<file path="config.mk">
export PLATFORM = sky130hd
export DESIGN_NAME = minifloat11_add_mult_unit_top
export DESIGN_NICKNAME = d
export VERILOG_FILES = /design/src/mf11_pkg.sv /design/src/minifloat11_add_mult_unit_top.sv
export VERILOG_INCLUDE_DIRS = /design/src /design/src/src
export SDC_FILE = /design/constraint.sdc
export NUM_CORES = 1
export LEC_CHECK = 0
export ABC_AREA = 1
export BUFFER_PORTS_ARGS = -buffer_cell sky130_fd_sc_hd__buf_2
export CAP_MARGIN = 10
export CORE_MARGIN = 4
export CORE_UTILIZATION = 45
export DETAILED_ROUTE_END_ITERATION = 8
export PLACE_DENSITY = 0.68
export SLEW_MARGIN = 20
export SYNTH_ARGS = -nofsm -noshare
export SYNTH_HDL_FRONTEND = slang
export SYNTH_SLANG_ARGS = --single-unit
</file>
<file path="constraint.sdc">
create_clock -name clk -period 6.4 [get_ports clk]
set_input_delay 1.28 -clock clk [delete_from_list [all_inputs] [get_ports clk]]
set_output_delay 1.28 -clock clk [all_outputs]
set_load 0.02 [all_outputs]
</file>
<file path="src/minifloat11_add_mult_unit_top_assert.svh">
// Assertion macros for the minifloat add/multiply unit.
// Depends on clk and rst_n being visible where the macros are used.
`ifndef MINIFLOAT11_ADD_MULT_UNIT_TOP_ASSERT_SVH
`define MINIFLOAT11_ADD_MULT_UNIT_TOP_ASSERT_SVH

// An antecedent implies a consequent; any delay is written into the consequent.
`define MF11_ASSERT_IMPLY(lbl, ante, cons) \
  lbl: assert property (@(posedge clk) disable iff (!rst_n) (ante) |-> (cons)) \
    else $error("minifloat unit: check failed");

// A condition never holds out of reset.
`define MF11_ASSERT_NEVER(lbl, cond) \
  lbl: assert property (@(posedge clk) disable iff (!rst_n) !(cond)) \
    else $error("minifloat unit: forbidden condition");

`endif

</file>
<file path="src/mf11_pkg.sv">
// Shared constants for the 1-4-6 minifloat add/multiply unit.
// No dependencies.
package mf11_pkg;
  localparam int unsigned WordW  = 11;
  localparam int unsigned ExpW   = 4;
  localparam int unsigned FracW  = 6;
  localparam int unsigned SumW   = 22;
  localparam int unsigned EbW    = 7;
  localparam logic [ExpW-1:0] ExpInf = 4'd15;
  localparam logic [ExpW-1:0] ExpZero = 4'd0;
  localparam logic signed [EbW-1:0] Bias = 7'sd7;
  localparam logic signed [EbW-1:0] NormOfs = 7'sd20;
  localparam int unsigned Latency = 3;
endpackage

</file>
<file path="src/minifloat11_add_mult_unit_top.sv">
// Pipelined 1-4-6 minifloat adder/multiplier (top level).
// Depends on mf11_pkg and minifloat11_add_mult_unit_top_assert.svh.
// A start beat passes the operate, normalize and round registers to out_valid.
// Throughput: one beat per cycle; busy is always low, the three
// register stages (operate, normalize, round) each take a new beat.
// Reset (rst_n low, synchronous) clears the stage valid bits only.
`include "minifloat11_add_mult_unit_top_assert.svh"
module minifloat11_add_mult_unit_top (
  input  logic        clk,
  input  logic        rst_n,
  input  logic        start,
  output logic        busy,
  input  logic        in_func,
  input  logic [10:0] in_operand_a,
  input  logic [10:0] in_operand_b,
  output logic        out_valid,
  output logic [10:0] out_result
);
  localparam int unsigned SW = mf11_pkg::SumW;
  localparam int unsigned EW = mf11_pkg::EbW;

  // ---------------- stage 1: decode, align, add or multiply
  logic        sa, sb, a_ge_b;
  logic [3:0]  ea, eb, el, es, dexp;
  logic [5:0]  fl, fs;
  logic [20:0] ml, ms;
  logic [13:0] prod;
  logic        spec_nxt, sgn_nxt;
  logic [10:0] specv_nxt, big, sml;
  logic [SW-1:0] v_nxt;
  logic signed [EW-1:0] eb_nxt;

  logic          vld1_r, spec1_r, sgn1_r;
  logic [10:0]   specv1_r;
  logic [SW-1:0] v1_r;
  logic signed [EW-1:0] eb1_r;

  always_comb begin
    sa = in_operand_a[10];
    sb = in_operand_b[10];
    ea = in_operand_a[9:6];
    eb = in_operand_b[9:6];
    a_ge_b = in_operand_a[9:0] >= in_operand_b[9:0];
    big = a_ge_b ? in_operand_a : in_operand_b;
    sml = a_ge_b ? in_operand_b : in_operand_a;
    el = big[9:6];
    es = sml[9:6];
    fl = big[5:0];
    fs = sml[5:0];
    dexp = el - es;
    ml = {1'b1, fl, 14'd0};
    ms = {1'b1, fs, 14'd0} >> dexp;
    prod = {1'b1, in_operand_a[5:0]} * {1'b1, in_operand_b[5:0]};
    spec_nxt = 1'b0;
    specv_nxt = '0;
    sgn_nxt = big[10];
    v_nxt = '0;
    eb_nxt = '0;
    if (in_func) begin
      sgn_nxt = sa ^ sb;
      v_nxt = {prod, 8'd0};
      eb_nxt = $signed({3'd0, ea}) + $signed({3'd0, eb}) - mf11_pkg::Bias;
      if (ea == mf11_pkg::ExpZero || ea == mf11_pkg::ExpInf) begin
        spec_nxt = 1'b1;
        specv_nxt = {sa ^ sb, ea, 6'd0};
      end else if (eb == mf11_pkg::ExpZero || eb == mf11_pkg::ExpInf) begin
        spec_nxt = 1'b1;
        specv_nxt = {sa ^ sb, eb, 6'd0};
      end
    end else begin
      v_nxt = (sa == sb) ? ({1'b0, ml} + {1'b0, ms}) : ({1'b0, ml} - {1'b0, ms});
      eb_nxt = $signed({3'd0, el});
      if (ea == mf11_pkg::ExpInf) begin
        spec_nxt = 1'b1;
        specv_nxt = {sa, mf11_pkg::ExpInf, 6'd0};
      end else if (eb == mf11_pkg::ExpInf) begin
        spec_nxt = 1'b1;
        specv_nxt = {sb, mf11_pkg::ExpInf, 6'd0};
      end else if (ea == mf11_pkg::ExpZero) begin
        spec_nxt = 1'b1;
        specv_nxt = (eb == mf11_pkg::ExpZero) ? {sb, 10'd0} : in_operand_b;
      end else if (eb == mf11_pkg::ExpZero) begin
        spec_nxt = 1'b1;
        specv_nxt = in_operand_a;
      end
    end
  end

  always_ff @(posedge clk) begin
    if (!rst_n) begin
      vld1_r <= 1'b0;
    end else begin
      vld1_r <= start;
    end
    spec1_r  <= spec_nxt;
    specv1_r <= specv_nxt;
    sgn1_r   <= sgn_nxt;
    v1_r     <= v_nxt;
    eb1_r    <= eb_nxt;
  end

  // ---------------- stage 2: find the leading one and normalize
  logic [4:0]    lead;
  logic [SW-1:0] norm;
  logic          vld2_r, spec2_r, sgn2_r, guard2_r, sticky2_r;
  logic [10:0]   specv2_r;
  logic [6:0]    mant2_r;
  logic signed [EW-1:0] e2_r;

  always_comb begin
    lead = '0;
    for (int i = 0; i < SW; i++) begin
      if (v1_r[i]) lead = 5'(i);
    end
    norm = v1_r << (5'(SW - 1) - lead);
  end

  always_ff @(posedge clk) begin
    if (!rst_n) begin
      vld2_r <= 1'b0;
    end else begin
      vld2_r <= vld1_r;
    end
    // An exact cancellation is forced to +0 here.
    spec2_r   <= spec1_r | (v1_r == '0);
    specv2_r  <= spec1_r ? specv1_r : 11'd0;
    sgn2_r    <= sgn1_r;
    mant2_r   <= norm[SW-1 -: 7];
    guard2_r  <= norm[SW-8];
    sticky2_r <= |norm[SW-9:0];
    e2_r      <= eb1_r + $signed({2'd0, lead}) - mf11_pkg::NormOfs;
  end

  // ---------------- stage 3: round to nearest even and pack
  logic [7:0] q;
  logic signed [EW-1:0] ef;
  logic [10:0] res_nxt;
  logic        vld3_r;
  logic [10:0] res3_r;

  always_comb begin
    q = {1'b0, mant2_r} + {7'd0, guard2_r & (sticky2_r | mant2_r[0])};
    ef = q[7] ? e2_r + 7'sd1 : e2_r;
    if (spec2_r) begin
      res_nxt = specv2_r;
    end else if (ef <= 7'sd0) begin
      res_nxt = {sgn2_r, 10'd0};
    end else if (ef >= $signed({3'd0, mf11_pkg::ExpInf})) begin
      res_nxt = {sgn2_r, mf11_pkg::ExpInf, 6'd0};
    end else begin
      // A carry out of rounding leaves an all-zero fraction.
      res_nxt = {sgn2_r, ef[3:0], q[7] ? 6'd0 : q[5:0]};
    end
  end

  always_ff @(posedge clk) begin
    if (!rst_n) begin
      vld3_r <= 1'b0;
    end else begin
      vld3_r <= vld2_r;
    end
    res3_r <= res_nxt;
  end

  assign busy       = 1'b0;
  assign out_valid  = vld3_r;
  assign out_result = res3_r;

  `MF11_ASSERT_IMPLY(a_latency, start, ##3 out_valid)
  `MF11_ASSERT_NEVER(a_no_busy, busy)
  `MF11_ASSERT_IMPLY(a_special_frac, out_valid && (out_result[9:6] == mf11_pkg::ExpInf || out_result[9:6] == mf11_pkg::ExpZero), out_result[5:0] == 6'd0 || !$past(in_func, 3))
endmodule

</file>
==> results.md <==
- TNS Setup: 0 ns
- GRT Total Usage: 0.208
- Library cells used by synthesis: 48
- Via count: 7569
- Remaining DRCs: 0
- Final hold vios: 0
- Buffers on Ports: 37
- Vias in the first global route: 7145
- Syn Inst Count: 1196
- Clock transition at path regs: 0.07 ns
- Mapped Area: 0.00779 mm²
- RSZ-0062 raised after global routing: no
- Largest net degree at the start of global routing: 28
- Critical path endpoint category: flop
- Clk root buf: clkbuf_16
- Minimum clock period: 5.45 ns
- Multi-input combinational cell area: 0.00521 mm²
- Die W: 140 µm
- Worst Path Arrival: 5.66 ns
- CTS resizes: 0
- Worst Path Max Fanout: 11
- Peak VDD IR: 0.211 mV
- Layout Skew: 0.0137 ns
- Crit share post-route: 0.852
- Setup Viol. Count Final: 0
- Total global routing overflow: 0
- H-tree depth: 3
- Reg area: 0.00168 mm²
- Slack of the worst reg-to-reg path: 2.53 ns
- Number of flops mapped to enable cells by yosys: 0
- Antenna violations before repair: 0
- Worst Setup Path Type: input pin to flop
- Status: completed
- First-pass GRT wire length: 33900 µm
- Post-CTS setup buffers: 0
- Share of cells above drive strength 1: 0.0767
- Syn Nets: 1330
- Iter 0 DRT Violations: 600
- Post-synth ARST share: 0
- Max-cap violations: 0
- Num ports: 39
- DRT Pass-1 Iters: 8
- CTS tree: built
- Fillers: 1758
- Post-synthesis register bit count: 84
- CTS sink count: 84
- Worst-Margin Slew: 0.856 ns
- Core area: 0.0168 mm²
- Final Max Slew Viols: 0
- Antenna violation net count after detailed routing: 0
- DIE HEIGHT: 140 µm
- Hold Path Class: flop to flop
- Fmax: 0.183 GHz
- CTS Buffer Depth: 2
- Routed WL: 20100 µm
- Leakage: 4.50 nW
- Ant. Diodes: 0
- Syn. warnings: 0
- Post-synth top flop: dfxtp_1
- Sequential-to-total area share from yosys stat: 0.216
- Pwr per Cell Area: 415 mW/mm²
- Worst EP required: 6.60 ns
- GP Congestion: 0.928
- Dpl ws: 0.615 ns
- Area Growth Syn to Fin: 7.95%
- WL/cell: 14.0 µm
- Startpoint types: input pin
- Post-route worst setup slack: 0.945 ns
- Post-layout nets: 1342
- Cts hold-fix bufs: 0
- Core Rows: 47
- Full die area: 0.0195 mm²
- Syn avg cell area: 6.52 µm²
- Num CTS Buffers: 9
- Slew Limit Headroom: 0.426
- Clk_lat worst skew: 0.34 ns
- Initial Utilization: 0.465
- Via-to-Cell Ratio: 5.28
- HPWL after detailed placement: 16100 µm
-- worst max-delay path, stage by stage --
cell and delay [ns]:
buf_2 0.25, ha_1 0.20, inv_1 0.05, fa_1 0.53, inv_1 0.04, ha_1 0.29, ha_1 0.28, inv_1 0.05
fa_1 0.54, inv_1 0.04, ha_1 0.34, a21oi_1 0.14, inv_1 0.05, a31oi_1 0.20, nor2_1 0.09, o21ai_0 0.15
nand2_1 0.11, a21oi_1 0.18, o21ba_2 0.17, o21ai_0 0.11, nand2_1 0.08, inv_1 0.04, nor2_1 0.08, nor2_1 0.04
nor2_1 0.10, xor2_1 0.14, o21ai_0 0.08
-- final cells by class --
type | count | area share
well taps | 220 | 0.0327
multi-input cells | 882 | 0.620
clock inverters | 7 | 0.00937
inverters | 187 | 0.0834
flip-flops and latches | 84 | 0.200
repair buffers | 44 | 0.0283
clock buffers | 9 | 0.0268
-- worst paths after layout --
check	startpoint	endpoint	cells past startpoint
worst max-delay path	in_operand_a[2]	v1_r[21]	27
worst min-delay path	sgn1_r	sgn2_r	0
worst max register to register	v1_r[2]	e2_r[5]	27
worst min register to register	sgn1_r	sgn2_r	0
-- state kept, by name (all words and copies together) (netlist names), 6 cells and up --
signal / flops
v1_r: 22
out_result: 11
specv1_r: 11
specv2_r: 11
e2_r: 7
mant2_r: 7
eb1_r: 6
-- placed cells by master, fill, tap and decap left out, types with 3 or more instances in the layout --
| master | count |
|---|---|
| nand2_1 | 315 |
| inv_1 | 175 |
| nand3_1 | 128 |
| dfxtp_1 | 84 |
| ha_1 | 81 |
| nor2_1 | 73 |
| o21ai_0 | 63 |
| a21oi_1 | 57 |
| buf_2 | 37 |
| o21ai_1 | 27 |
| fa_1 | 27 |
| xor2_1 | 13 |
| nand4_1 | 11 |
| nor3_1 | 9 |
| clkbuf_16 | 9 |
| nor4_1 | 7 |
| inv_2 | 7 |
| or2_2 | 7 |
| xnor2_1 | 7 |
| buf_4 | 7 |
| clkinv_1 | 5 |
| a221oi_1 | 5 |
| nor2_2 | 4 |
| a31oi_1 | 4 |
| o21ai_2 | 4 |
| o221ai_1 | 4 |
| o211ai_1 | 3 |
| o21a_1 | 3 |
| nand2_2 | 3 |
| o31ai_1 | 3 |
| nand3b_1 | 3 |
| a21o_1 | 3 |
-- through the flow --
stage | total power [mW] | utilization | hold slack (ns) | instances | instance area, µm²
CTS | 3.50 | 0.502 | 0.344 | 1433 | 8410
detailed placement | 2.98 | 0.484 | 0.333 | 1417 | 8110
global placement | 2.95 | 0.484 | 0.344 | 1417 | 8110
global route | 3.87 | 0.502 | 0.340 | 1433 | 8410
floorplan | 2.47 | - | 0.310 | 1196 | 7790
finish | 3.50 | 0.502 | 0.347 | 1433 | 8410
-- cell families after synthesis --
kind of cell,synth area share
and+or+nand+nor,0.312
DFF,0.216
adders and majority gates,0.199
AOI/OAI and AO/OA,0.135
buffers and inverters,0.115
xor gates and xnor gates,0.0225
other,0.000481
-- cells in the mapped netlist (2+ instances only) --
cell type / instances / share of area
o21ai_0: 63 / 0.040
a21o_1: 3 / 0.0029
nand4_1: 11 / 0.0088
a31oi_1: 4 / 0.0032
nand2_1: 315 / 0.15
o21ai_2: 4 / 0.0045
buf_4: 5 / 0.0048
xnor2_1: 7 / 0.0079
ha_1: 81 / 0.13
o211ai_1: 3 / 0.0029
nand2_2: 3 / 0.0024
a21oi_1: 57 / 0.037
nand3_1: 128 / 0.082
a211oi_1: 2 / 0.0019
o21ai_1: 27 / 0.017
or2_2: 7 / 0.0056
clkinv_1: 5 / 0.0024
dfxtp_1: 84 / 0.22
nor2_1: 73 / 0.035
clkbuf_1: 32 / 0.015
inv_2: 7 / 0.0034
o21bai_1: 2 / 0.0019
a221oi_1: 5 / 0.0056
inv_1: 175 / 0.084
buf_2: 2 / 0.0013
o21a_1: 3 / 0.0029
buf_1: 2 / 0.00096
o31ai_1: 3 / 0.0029
fa_1: 27 / 0.069
xor2_1: 13 / 0.015
nand3b_1: 3 / 0.0029
o221ai_1: 4 / 0.0045
buf_6: 2 / 0.0029
nand3_2: 2 / 0.0026
nor3_1: 9 / 0.0058
nor4_1: 7 / 0.0056
and2_1: 2 / 0.0016
nor2_2: 4 / 0.0032
-- metal layers --
layer | global-route usage | routed length, µm
met1 | 0.264 | 8950
met4 | 0.0627 | 486
met5 | 0 | 0
met3 | 0.0302 | 928
met2 | 0.367 | 9710
-- where the power goes --
part	switching, mW	leakage [nW]	internal (mW)
registers	0.0797	0.697	0.678
logic	1.46	3.66	0.763
clock network	0.234	0.148	0.276
(Power assumes the default switching activity.)
